<file path="config.mk">
export PLATFORM = sky130hd
export DESIGN_NAME = rtp_h264_fua_packetizer_core
export DESIGN_NICKNAME = d
export VERILOG_FILES = /design/src/rtl/rtpfu_pkg.sv /design/src/rtl/rtpfu_seq.sv /design/src/rtl/rtp_h264_fua_packetizer_core.sv
export SDC_FILE = /design/constraint.sdc
export NUM_CORES = 1
export LEC_CHECK = 0
export BUFFER_PORTS_ARGS = -buffer_cell sky130_fd_sc_hd__buf_2
export CORE_MARGIN = 4
export CORE_UTILIZATION = 64
export CTS_BUF_LIST = sky130_fd_sc_hd__clkbuf_2
export CTS_CLUSTER_SIZE = 12
export DETAILED_ROUTE_END_ITERATION = 7
export PLACE_DENSITY = 0.95
export SLEW_MARGIN = 20
export SYNTH_ARGS = -nofsm -noshare
export SYNTH_HDL_FRONTEND = slang
export SYNTH_SLANG_ARGS = --single-unit
export TNS_END_PERCENT = 10
</file>
<file path="constraint.sdc">
create_clock -name clock -period 12.8 [get_ports clock]
set_input_delay 1.92 -clock clock [delete_from_list [all_inputs] [get_ports clock]]
set_output_delay 1.92 -clock clock [all_outputs]
set_load 0.02 [all_outputs]
</file>
<file path="src/rtl/rtpfu_pkg.sv">
// Shared types and constants for the RTP H.264 FU-A packetizer.
// Used by rtpfu_seq and rtp_h264_fua_packetizer_core; depends on nothing.
`default_nettype none

package rtpfu_pkg;

   localparam int unsigned RTP_HDR_BYTES = 12;
   localparam logic [4:0]  FU_A_TYPE     = 5'd28;
   localparam logic [10:0] FRAG_MIN      = 11'd1100;
   localparam logic [10:0] FRAG_MAX      = 11'd1460;

   // prefix_kind codes, also the number of prefix bytes
   localparam logic [1:0] PFX_NONE = 2'd0;
   localparam logic [1:0] PFX_NAL  = 2'd1;
   localparam logic [1:0] PFX_FU   = 2'd2;

   // register indexes on the csr port
   localparam logic [2:0] REG_SSRC     = 3'd0;
   localparam logic [2:0] REG_TS_INC   = 3'd1;
   localparam logic [2:0] REG_VIDEO_PT = 3'd2;
   localparam logic [2:0] REG_AUDIO_PT = 3'd3;
   localparam logic [2:0] REG_MAX_FRAG = 3'd4;

   localparam logic       MODE_AAC = 1'b1;

   typedef struct packed {
      logic        mode;
      logic [15:0] unit_length;
      logic [7:0]  nal_header;
   } req_type;

   typedef struct packed {
      logic [15:0] sequence_number;
      logic [31:0] packet_timestamp;
      logic        marker_bit;
      logic [6:0]  payload_type;
      logic [1:0]  prefix_kind;
      logic [7:0]  prefix_first;
      logic [7:0]  prefix_second;
      logic [15:0] data_offset;
      logic [15:0] data_length;
      logic [16:0] packet_length;
      logic        last_of_unit;
   } rsp_type;

   typedef struct packed {
      logic [16:0] ts_increment;
      logic [6:0]  video_payload_type;
      logic [6:0]  audio_payload_type;
      logic [10:0] max_fragment;
   } cfg_type;

endpackage

`default_nettype wire

</file>
<file path="src/rtl/rtpfu_seq.sv">
// Packet sequencer: latches one unit, then walks its fragments one packet per step
// through a shared subtract/compare unit. Depends on rtpfu_pkg.
`default_nettype none

module rtpfu_seq
   import rtpfu_pkg::*;
(
   input  wire logic    clock,
   input  wire logic    reset,
   input  wire cfg_type cfg,
   input  wire logic    start,
   input  wire req_type unit,
   input  wire logic    take,
   output logic         busy,
   output logic         pkt_valid,
   output rsp_type      pkt
);

   typedef enum logic {S_IDLE, S_WORK} state_type;

   state_type   state_ff, state_in;
   logic [15:0] seq_ff, seq_in;
   logic [31:0] ts_ff, ts_in;
   logic        mode_ff, mode_in;
   logic [7:0]  hdr_ff, hdr_in;
   logic [1:0]  kind_ff, kind_in;
   logic [10:0] frag_ff, frag_in;
   logic [15:0] off_ff, off_in;
   logic [15:0] rem_ff, rem_in;
   logic        first_ff, first_in;

   logic [10:0] frag_clamped;
   logic [16:0] diff;
   logic        gt;
   logic        last;
   logic [15:0] chunk;
   logic        emit;

   always_comb begin
      frag_clamped = cfg.max_fragment;
      if (cfg.max_fragment < FRAG_MIN) begin
         frag_clamped = FRAG_MIN;
      end else if (cfg.max_fragment > FRAG_MAX) begin
         frag_clamped = FRAG_MAX;
      end
   end

   // shared unit: remaining minus fragment size, sign and zero give the compare
   assign diff  = {1'b0, rem_ff} - {6'd0, frag_ff};
   assign gt    = !diff[16] && (diff[15:0] != 16'd0);
   assign last  = (kind_ff != PFX_FU) || !gt;
   assign chunk = last ? rem_ff : {5'd0, frag_ff};
   assign emit  = (state_ff == S_WORK) && take;

   assign busy      = (state_ff != S_IDLE);
   assign pkt_valid = emit;

   always_comb begin
      pkt.sequence_number  = seq_ff;
      pkt.packet_timestamp = ts_ff;
      pkt.marker_bit       = last;
      pkt.payload_type     = (mode_ff == MODE_AAC) ? cfg.audio_payload_type
                                                   : cfg.video_payload_type;
      pkt.prefix_kind      = kind_ff;
      pkt.data_offset      = off_ff;
      pkt.data_length      = chunk;
      pkt.packet_length    = 17'(RTP_HDR_BYTES) + {15'd0, kind_ff} + {1'b0, chunk};
      pkt.last_of_unit     = last;
      case (kind_ff)
         PFX_NAL: begin
            pkt.prefix_first  = hdr_ff;
            pkt.prefix_second = 8'd0;
         end
         PFX_FU: begin
            pkt.prefix_first  = {hdr_ff[7:5], FU_A_TYPE};
            pkt.prefix_second = {first_ff, last, 1'b0, hdr_ff[4:0]};
         end
         default: begin
            pkt.prefix_first  = 8'd0;
            pkt.prefix_second = 8'd0;
         end
      endcase
   end

   always_comb begin
      state_in = state_ff;
      seq_in   = seq_ff;
      ts_in    = ts_ff;
      mode_in  = mode_ff;
      hdr_in   = hdr_ff;
      kind_in  = kind_ff;
      frag_in  = frag_ff;
      off_in   = off_ff;
      rem_in   = rem_ff;
      first_in = first_ff;
      unique case (state_ff)
         S_IDLE: begin
            if (start) begin
               state_in = S_WORK;
               ts_in    = ts_ff + {15'd0, cfg.ts_increment};
               mode_in  = unit.mode;
               hdr_in   = unit.nal_header;
               frag_in  = frag_clamped;
               first_in = 1'b1;
               if (unit.mode == MODE_AAC) begin
                  kind_in = PFX_NONE;
                  off_in  = 16'd0;
                  rem_in  = unit.unit_length;
               end else if (unit.unit_length <= {5'd0, frag_clamped}) begin
                  kind_in = PFX_NAL;
                  off_in  = 16'd1;
                  rem_in  = (unit.unit_length != 16'd0) ? unit.unit_length - 16'd1
                                                        : 16'd0;
               end else begin
                  kind_in = PFX_FU;
                  off_in  = 16'd1;
                  rem_in  = unit.unit_length - 16'd1;
               end
            end
         end
         S_WORK: begin
            if (emit) begin
               seq_in   = seq_ff + 16'd1;
               off_in   = off_ff + chunk;
               rem_in   = diff[15:0];
               first_in = 1'b0;
               if (last) begin
                  state_in = S_IDLE;
               end
            end
         end
         default: state_in = S_IDLE;
      endcase
   end

   always_ff @(posedge clock) begin
      if (reset) begin
         state_ff <= S_IDLE;
         seq_ff   <= 16'd0;
         ts_ff    <= 32'd0;
         kind_ff  <= PFX_NONE;
         first_ff <= 1'b0;
      end else begin
         state_ff <= state_in;
         seq_ff   <= seq_in;
         ts_ff    <= ts_in;
         kind_ff  <= kind_in;
         first_ff <= first_in;
      end
      mode_ff <= mode_in;
      hdr_ff  <= hdr_in;
      frag_ff <= frag_in;
      off_ff  <= off_in;
      rem_ff  <= rem_in;
   end

endmodule

`default_nettype wire

</file>
<file path="src/rtl/rtp_h264_fua_packetizer_core.sv">
// Top level of the RTP H.264 FU-A / AAC packetizer: csr registers, sequencer, result register.
// Depends on rtpfu_pkg and rtpfu_seq.
//
//   channel  prefix  direction  word
//   input    req_    in         req_type: one media unit descriptor
//   result   rsp_    out        rsp_type: one RTP packet descriptor
//   config   csr_    in/out     APB-style, 32-bit registers at 4*index
//
// A unit is taken while the sequencer is idle, then the sequencer emits one packet per
// cycle, unless rsp_stall pauses it, through its subtract/compare unit.
// req_stall stays high until the last packet of the unit has entered the
// result register; rsp_stall holds that register and pauses the sequencer.
// Synchronous active-high reset clears the counters and loads register defaults.
`default_nettype none

module rtp_h264_fua_packetizer_core
   import rtpfu_pkg::*;
(
   input  wire logic        clock,
   input  wire logic        reset,
   input  wire logic        req_valid,
   output logic             req_stall,
   input  wire req_type     req_data,
   output logic             rsp_valid,
   input  wire logic        rsp_stall,
   output rsp_type          rsp_data,
   input  wire logic        csr_psel,
   input  wire logic        csr_penable,
   input  wire logic        csr_pwrite,
   input  wire logic [4:0]  csr_paddr,
   input  wire logic [31:0] csr_pwdata,
   output logic [31:0]      csr_prdata,
   output logic             csr_pready
);

   logic [31:0] ssrc_ff;
   cfg_type     cfg_ff;
   logic        wr_en;
   logic [2:0]  reg_idx;

   logic        busy;
   logic        take;
   logic        pkt_valid;
   rsp_type     pkt;
   logic        rsp_valid_ff;
   rsp_type     rsp_data_ff;

   assign csr_pready = 1'b1;
   assign reg_idx    = csr_paddr[4:2];
   assign wr_en      = csr_psel && csr_penable && csr_pwrite;

   always_ff @(posedge clock) begin
      if (reset) begin
         ssrc_ff                   <= 32'd10;
         cfg_ff.ts_increment       <= 17'd3600;
         cfg_ff.video_payload_type <= 7'd96;
         cfg_ff.audio_payload_type <= 7'd97;
         cfg_ff.max_fragment       <= 11'd1400;
      end else if (wr_en) begin
         unique case (reg_idx)
            REG_SSRC:     ssrc_ff                   <= csr_pwdata;
            REG_TS_INC:   cfg_ff.ts_increment       <= csr_pwdata[16:0];
            REG_VIDEO_PT: cfg_ff.video_payload_type <= csr_pwdata[6:0];
            REG_AUDIO_PT: cfg_ff.audio_payload_type <= csr_pwdata[6:0];
            REG_MAX_FRAG: cfg_ff.max_fragment       <= csr_pwdata[10:0];
            default: ;
         endcase
      end
   end

   always_comb begin
      unique case (reg_idx)
         REG_SSRC:     csr_prdata = ssrc_ff;
         REG_TS_INC:   csr_prdata = {15'd0, cfg_ff.ts_increment};
         REG_VIDEO_PT: csr_prdata = {25'd0, cfg_ff.video_payload_type};
         REG_AUDIO_PT: csr_prdata = {25'd0, cfg_ff.audio_payload_type};
         REG_MAX_FRAG: csr_prdata = {21'd0, cfg_ff.max_fragment};
         default:      csr_prdata = 32'd0;
      endcase
   end

   assign req_stall = busy;
   assign take      = !rsp_valid_ff || !rsp_stall;

   rtpfu_seq u_seq (
      .clock     (clock),
      .reset     (reset),
      .cfg       (cfg_ff),
      .start     (req_valid && !busy),
      .unit      (req_data),
      .take      (take),
      .busy      (busy),
      .pkt_valid (pkt_valid),
      .pkt       (pkt)
   );

   always_ff @(posedge clock) begin
      if (reset) begin
         rsp_valid_ff <= 1'b0;
      end else if (take) begin
         rsp_valid_ff <= pkt_valid;
      end
      if (take && pkt_valid) begin
         rsp_data_ff <= pkt;
      end
   end

   assign rsp_valid = rsp_valid_ff;
   assign rsp_data  = rsp_data_ff;

endmodule

`default_nettype wire
</file>
======== Word level (Yosys, flattened, before mapping) ========
Cells that the tools add are included.
storage, ports and cells
  word-level logic and storage cells ...... 95
  memories kept ........................... 0
  input port bits ......................... 69
  bits in writable memories ............... 0
  bits in registers ....................... 302
  ROM bits ................................ 0
  bits in latches ......................... 0
operators by class
  order comparisons ....................... 3
  equal/unequal tests ..................... 9
  reductions and logical operators ........ 24
  multiply operators ...................... 0
  shifts and indexed selects .............. 0
  add/sub/neg operators ................... 7
  mux-type cells .......................... 25
  bitwise gates (word level) .............. 1
  div/mod/pow operators ................... 0
operators by type and width
  operator               number
  $pmux 32 s5            1
  $mux 16                8
  $pmux 16 s2            3
  $add 32x17->32         1
  $reduce_bool 16->1     2
  $mux 11                2
  $add 17x16->17         1
  $sub 16x11->17         1
  $add 16x1->16 const B  1
  $add 16x16->16         1
  $le 16x11->1           1
  $reduce_and 2->1       8
  $sub 16x1->16 const B  1
  $gt 11x11->1 const B   1
  $lt 11x11->1 const B   1
  $mux 7                 1
  $eq 3x2->1 const B     2
  $logic_and 1x1->1      6
  $mux 1                 6
  $add 4x2->5 const A    1
  $logic_not 1->1        5
  $mux 2                 2
  $ne 2x2->1 const B     2
  $pmux 1 s2             2
  8 further kinds        9

======== Longest topological paths before layout ========
Gate-level depths: netlist of the first run.
  depth after elaboration ................. 9
  mapped depth ............................ 26

======== Hierarchy ========
Synthesis of the first run repeated with hierarchy kept, for this count alone.
second synthesis, totals
  cell total of the unflattened synthesis .. 1420
  area, all modules ....................... 15124.5 um^2
modules (own cells, without submodules)
  module                        cells each  times used  area each (um^2)
  rtpfu_seq                     911         1           7692.4
  rtp_h264_fua_packetizer_core  509         1           7432.1

======== Worst setup path before layout of the first run ========
Ideal clock, no wire load.
  kind .................................... input to register
  start ................................... input rsp_stall
  end ..................................... register u_seq.seq_ff[15]
  setup time .............................. 0.128 ns
  stages on the path ...................... 8
  data arrival time ....................... 6.122 ns
  slack ................................... 6.550 ns
  buffers on the path ..................... 0
  required time ........................... 12.672 ns
  path through ............................ nand2_1 nand2_1 clkinv_1 nand4_1 nor2_1 nand3_1 xor2_1 nor2_1
between the ends
  cells in the longest elaborated chain, start to end .. 4
RTL lines
  item                        line                                source
  start, declared             rtp_h264_fua_packetizer_core.sv:25  input wire logic rsp_stall,
  $logic_not 1->1             rtp_h264_fua_packetizer_core.sv:83  assign take = !rsp_valid_ff || !rsp_stall;
  $logic_or 1x1->1            rtp_h264_fua_packetizer_core.sv:83
  $logic_and 1x1->1           rtpfu_seq.sv:53                     assign emit = (state_ff == S_WORK) && take;
  net pkt_valid               rtp_h264_fua_packetizer_core.sv:43  logic pkt_valid;
  $reduce_and 2->1 (no line)  --
  end signal, assigned        rtpfu_seq.sv:145                    seq_ff <= seq_in;
  end, declared               rtpfu_seq.sv:22                     logic [15:0] seq_ff, seq_in;
The timed path passes the listed nets, and every way through them passes these cells.
A chain may end at the register's enable or synchronous reset.

==> results of run 1 <==
logic make-up after synthesis:
family                     after synthesis  synth area share [%]
DFF                                    301                  53.7
other                                    2                0.0519
buffers and inverters                  109                  2.92
muxes                                   50                  3.68
xor gates and xnor gates                75                  4.54
adders and majority gates               64                  5.74
and+or+nand+nor                        547                  17.8
AOI/OAI and AO/OA                      278                  11.6
Yosys cell counts, drive strengths merged (10+ instances only):
master / instances / area share (%)
a21o: 14 / 0.73
a21oi: 131 / 4.6
a22oi: 15 / 0.78
and2: 33 / 1.4
and3: 15 / 0.65
clkbuf: 53 / 1.4
dfxtp: 127 / 18
edfxtp: 174 / 36
ha: 60 / 5.2
inv: 46 / 1.2
mux2: 23 / 1.8
mux2i: 27 / 1.9
nand2: 217 / 5.6
nand2b: 10 / 0.43
nand3: 30 / 1.0
nand3b: 15 / 0.78
nor2: 115 / 3.0
nor2b: 24 / 1.0
nor3: 34 / 1.2
o21a: 10 / 0.52
o21ai: 51 / 1.8
o22ai: 10 / 0.43
or3: 20 / 0.86
xnor2: 48 / 2.9
xor2: 27 / 1.6
stage by stage:
stage / cell area, um2 / hold slack [ps] / power, mW
global placement: 15800 / 421 / 1.54
floorplan: 14500 / 408 / 1.44
detailed placement: 15800 / 422 / 1.57
finish: 16500 / 447 / 2.24
CTS: 16500 / 426 / 2.25
global route: 16500 / 439 / 2.36
cell type report:
class	instances	area [um2]	share of cell area [%]
repair buffers	234	1200	7.26
flip-flops and latches	301	7770	46.9
multi-input cells	1020	6300	38.1
clock buffers	114	571	3.45
diodes	2	5.00	0.0302
well taps	280	350	2.12
inverters	47	179	1.08
clock inverters	20	176	1.07
critical path: stages (launching register included):
cell and delay (ps):
edfxtp_1 410, ha_1 230, fa_1 400, nand2b_1 180, a21oi_1 320, nand4_1 150, a311o_1 290, or4_4 430
nor4_4 230, a21oi_2 80, buf_4 260, o21ai_0 740, ha_1 370, a21o_1 150, a21oi_1 210, o21ai_0 200
a41o_1 330, o211a_1 260, o21ai_0 180, a21boi_0 160, o41ai_1 430, nand2b_1 170, mux2i_1 70
power breakdown:
part	internal, mW	switching, mW	total [mW]	leakage (nW)
clock	0.300	0.389	0.689	0.558
combinational	0.150	0.271	0.421	3.61
sequential	1.10	0.0354	1.13	2.67
total	1.55	0.695	2.24	6.84
sequential cells by signal (all words and copies together) (netlist names), 8 cells and up:
register / cells
u_seq.rem_ff: 16
ssrc_ff: 32
u_seq.frag_ff: 11
u_seq.off_ff: 16
u_seq.hdr_ff: 8
cfg_ff: 42
rsp_data: 122
u_seq.seq_ff: 16
u_seq.ts_ff: 32
layer usage:
| layer | vias up | wire length (um) |
|---|---|---|
| met5 | - | 0 |
| met4 | 0 | 1080 |
| met3 | 91 | 3410 |
| met2 | 613 | 17700 |
| met1 | 5636 | 14100 |
| li1 | 5605 | - |
path summary, 6_finish.rpt:
check	cells past startpoint	slack, ps	endpoint	from
setup reg to reg	22	6280	u_seq.off_ff[15]	u_seq.frag_ff[0]
hold reg to reg	0	450	rsp_data[118]	u_seq.seq_ff[10]
setup / recovery	22	6280	u_seq.off_ff[15]	u_seq.frag_ff[0]
hold / removal	0	450	rsp_data[118]	u_seq.seq_ff[10]
layout by cell type, fill, tap and decap left out, types with 15 or more instances in the layout:
cell      count
xor2_1       27
mux2_2       19
ha_1         60
nor2_1      115
buf_2       222
nand3_1      30
nor2b_1      24
a21oi_1     130
or3_1        20
xnor2_1      48
nand2_1     217
mux2i_1      26
inv_1        46
and2_1       31
dfxtp_1     127
edfxtp_1    174
nand3b_1     15
and3_1       15
o21ai_0      49
nor3_1       34
a22oi_1      15
clkbuf_2    114
==> impl_metrics.json, run 1 <==
{
  "fin_nets": 1811,
  "drt_iter0_drc": 971,
  "clock_latency_ps": 880,
  "end_kind": "register",
  "routed_wirelength_um": 36300,
  "synth_edf_count": 174,
  "avgSynthCellArea_um2": 10.1,
  "hold_buffers": 0,
  "dp_hpwl_um": 25700,
  "p_leak_nw": 6.84,
  "rows": 54,
  "antenna_found_initial": 2,
  "clock-root-buffer": "clkbuf_2",
  "postCtsSetupBuffers": 0,
  "synth-async-reset-ratio_pct": 0,
  "worstPathRequired_ps": 13370,
  "gr-usage-met3_pct": 6.58,
  "start_kind": "register",
  "clock-sinks": 301,
  "grt.total_usage_pct": 28.7,
  "pin_count": 228,
  "syn_inst": 1426,
  "clockBufferDepth": 3,
  "n_fill_cell": 1474,
  "hold_viol": 0,
  "max_slew.worst_pin.slew_ps": 1100,
  "placed_cells": 1882,
  "grtUsageMet2_pct": 48.4,
  "grt_pass1_vias": 11900,
  "rsz0062_at_grt": "no",
  "avgViaCountPerCell": 5.92,
  "max-slew-margin-rel_pct": 26.5,
  "initial_core_util_pct": 65.7,
  "status": "complete, no violations",
  "io_buffer_count": 223,
  "ys_types": 70,
  "area.growth.synth_to_final_pct": 14.3,
  "routed-via-count": 11900,
  "yosys_warnings": 0,
  "die_area_um2": 25100,
  "path_class": "reg -> reg",
  "maxCapViolations": 0,
  "fin_setup_tns_ps": 0,
  "p_per_area_nw_per_um2": 136,
  "dr.pass1.iters": 8,
  "final_util_pct": 75.1,
  "clk_pin_slew_ps": 110,
  "cts_tree": "done",
  "clock-skew-final_ps": 87.8,
  "synth_area_um2": 14500,
  "setup_viol": 0,
  "critical_path.max_fanout": 33,
  "synth-seq-cells": 301,
  "die_h_um": 158,
  "fmax_mhz": 153,
  "crit_arrival_ps": 7090,
  "synth_seq_area_share_pct": 53.7,
  "slew_violations": 0,
  "hold_path_class": "reg -> reg",
  "drive_gt1_share_pct": 22.4,
  "top_usage_layer": "met2",
  "wl_per_cell_um": 18.0,
  "min_period_ps": 6520,
  "final.period_utilization_pct": 50.9,
  "setup_slack_ps": 6280,
  "grt_pass1_wl_um": 58000,
  "cts_resized": 0,
  "drcViolationCount": 0,
  "synthFlopType": "edfxtp_1",
  "fin_cells": 2018,
  "ir_drop_v": 0.0000693,
  "core_region_area_um2": 22000,
  "die_x_um": 158,
  "ant_nets": 0,
  "cts_made_buffers": 74,
  "grt_overflow": 0,
  "grtUsageMet1_pct": 35.8,
  "globalplace.congestion": 1.01,
  "grt_start_max_net_pins": 87,
  "dp_worst_setup_slack_ps": 6360,
  "h-tree-depth": 3
}
No activity file was read; power rests on OpenSTA's default activity.
==> inputs of run 2 (changes only) <==
--- a/config.mk
+++ b/config.mk
@@ -7,11 +7,11 @@
 export LEC_CHECK = 0
 export BUFFER_PORTS_ARGS = -buffer_cell sky130_fd_sc_hd__buf_2
 export CORE_MARGIN = 4
-export CORE_UTILIZATION = 64
+export CORE_UTILIZATION = 59
 export CTS_BUF_LIST = sky130_fd_sc_hd__clkbuf_2
 export CTS_CLUSTER_SIZE = 12
 export DETAILED_ROUTE_END_ITERATION = 7
-export PLACE_DENSITY = 0.95
+export PLACE_DENSITY = 0.9
 export SLEW_MARGIN = 20
 export SYNTH_ARGS = -nofsm -noshare
 export SYNTH_HDL_FRONTEND = slang
==> constraint.sdc (replaced) <==
create_clock -name clock -period 6.05 [get_ports clock]
set_input_delay 0.9075 -clock clock [delete_from_list [all_inputs] [get_ports clock]]
set_output_delay 0.9075 -clock clock [all_outputs]
set_load 0.02 [all_outputs]
==> run 2 against run 1 <==
- register-to-register slack got worse by 6000 ps
- sequential share of layout area decreased by 0.24 points
- clock power increased by 100%
- worst hold slack got worse by 210 ps
- worst setup slack got worse by 6000 ps
- critical endpoint unchanged
- highest routed layer unchanged
==> impl_metrics.json, run 2 (synthesized netlist as in run 1, its figures left out) <==
{
  "fin_cells": 2069,
  "critPathMaxStageDelay_ps": 440,
  "p_leak_nw": 6.86,
  "p_total_mw": 4.70,
  "pin_count": 228,
  "maxCapViolations": 0,
  "grt_pass1_vias": 11400,
  "clock_latency_ps": 880,
  "min_period_ps": 5800,
  "final.period_utilization_pct": 95.9,
  "fin_nets": 1814,
  "slew_violations": 0,
  "drive_gt1_share_pct": 23.3,
  "worstPathRequired_ps": 6690,
  "critical_path.max_fanout": 6,
  "crit_arrival_ps": 6440,
  "die_h_um": 165,
  "placed_cells": 1927,
  "status": "complete, no violations",
  "hold_ws_ps": 236,
  "max-slew-margin-rel_pct": 27.5,
  "ant_nets": 0,
  "clk_pin_slew_ps": 100,
  "clock-skew-final_ps": 80.7,
  "area.growth.synth_to_final_pct": 14.9,
  "hold_viol": 0,
  "globalplace.congestion": 0.892,
  "final_cell_mix": "222 x buf_2, 217 x nand2_1, 174 x edfxtp_1, 128 x a21oi_1, 127 x dfxtp_1",
  "cts_made_buffers": 76,
  "hold_buffers": 0,
  "dr.pass1.iters": 6,
  "hold_path_class": "in -> reg",
  "clock-root-buffer": "clkbuf_2",
  "die_x_um": 165,
  "clockBufferDepth": 3,
  "drcViolationCount": 0,
  "end_kind": "register",
  "grt.total_usage_pct": 25.5,
  "antenna_found_initial": 3,
  "io_buffer_count": 223,
  "h-tree-depth": 3,
  "start_kind": "register",
  "n_fill_cell": 1826,
  "crit_slowest_cell": "edfxtp_1",
  "path_class": "reg -> reg",
  "initial_core_util_pct": 59.7,
  "design_area_um2": 16600,
  "dp_hpwl_um": 24800,
  "rows": 57,
  "grt_pass1_wl_um": 55800,
  "final_common_cell": "buf_2",
  "clock-sinks": 301,
  "setup_viol": 0,
  "grt_overflow": 0,
  "grt_start_max_net_pins": 84,
  "core_region_area_um2": 24200,
  "wl_per_cell_um": 17.0,
  "max_slew.worst_pin.slew_ps": 1090,
  "p_per_area_nw_per_um2": 282,
  "fmax_mhz": 172,
  "avgViaCountPerCell": 5.68,
  "cts_tree": "done",
  "routed_wirelength_um": 35100,
  "largest_register_ffs": 122,
  "path_cells": "ha_1, o21ai_1, a21oi_4, or4_1, a311o_1, or4_4, nor4_4, a21oi_4, mux2i_2, inv_1, ha_1, a21oi_1, o21ai_0, a41o_1, o211a_1, o21ai_0, a21boi_0, o41ai_1, nand2b_1, mux2i_1",
  "die_area_um2": 27100,
  "ir_drop_v": 0.000140,
  "dpl_cell_area_um2": 15900,
  "final_util_pct": 68.6,
  "routed-via-count": 11700,
  "drt_iter0_drc": 914
}
[run 2: cell count changes in the layout (fill, tap and decap cells not counted), moves of 2 or more]
cell,before,now
clkinv_2,2,4
clkinv_1,11,7
a21oi_1,130,128
inv_2,0,2
clkbuf_2,114,122
inv_6,2,0
mux2i_2,1,3
bufinv_16,3,1
mux2i_1,26,24
clkinvlp_4,0,2
a21oi_4,0,2
[run 2: routing by layer]
metal  global-route usage, %  part of all wire [%]  vias up
met1                    32.0                    40     5451
met2                    42.1                    47      562
li1                        -                     -     5619
met3                    6.04                   9.0      115
met5                       0                     0        -
met4                    11.6                   3.3        0
[run 2: cell type report]
class | instances | area (um2) | area share, %
Clock buffer | 122 | 611 | 3.67
Inverter | 47 | 179 | 1.08
Tap cell | 324 | 405 | 2.44
Timing Repair Buffer | 235 | 1210 | 7.29
Multi-Input combinational cell | 1020 | 6340 | 38.1
Sequential cell | 301 | 7770 | 46.7
Antenna cell | 3 | 7.51 | 0.0451
Clock inverter | 17 | 108 | 0.647
[run 2: path summary, 6_finish.rpt]
check / from / end / slack [ps] / cells past startpoint
setup / recovery: u_seq.rem_ff[3] / u_seq.off_ff[15] / 250 / 20
hold / removal: req_data[0] / u_seq.hdr_ff[0] / 240 / 1
setup reg to reg: u_seq.rem_ff[3] / u_seq.off_ff[15] / 250 / 20
hold reg to reg: u_seq.off_ff[14] / rsp_data[48] / 450 / 0
[run 2: where the power goes]
part	internal [mW]	total [mW]	switching, mW
Sequential	2.33	2.39	0.0684
Combinational	0.324	0.895	0.571
Clock	0.575	1.41	0.832
Total	3.23	4.70	1.47
[run 2: critical path: cells and delay by family (launching register included)]
kind,cells,cell delay [ps]
flip-flops,1,440
adder cells (fa/ha/maj),2,760
AND/OR/NAND/NOR,4,1260
buffers and inverters,1,120
AO/OA/AOI/OAI,11,2600
multiplexers,2,380
[run 2: per-stage QoR]
step	setup TNS, ps	setup slack [ps]
global route	-8.80	-8.80
CTS	0	284
detailed placement	0	269
floorplan	0	340
global placement	0	458
finish	0	249
[run 2: repair_timing]
item,in CTS,in global routing
resized for setup,0,9
setup endpoints to repair,0,3
buffers inserted,0,0
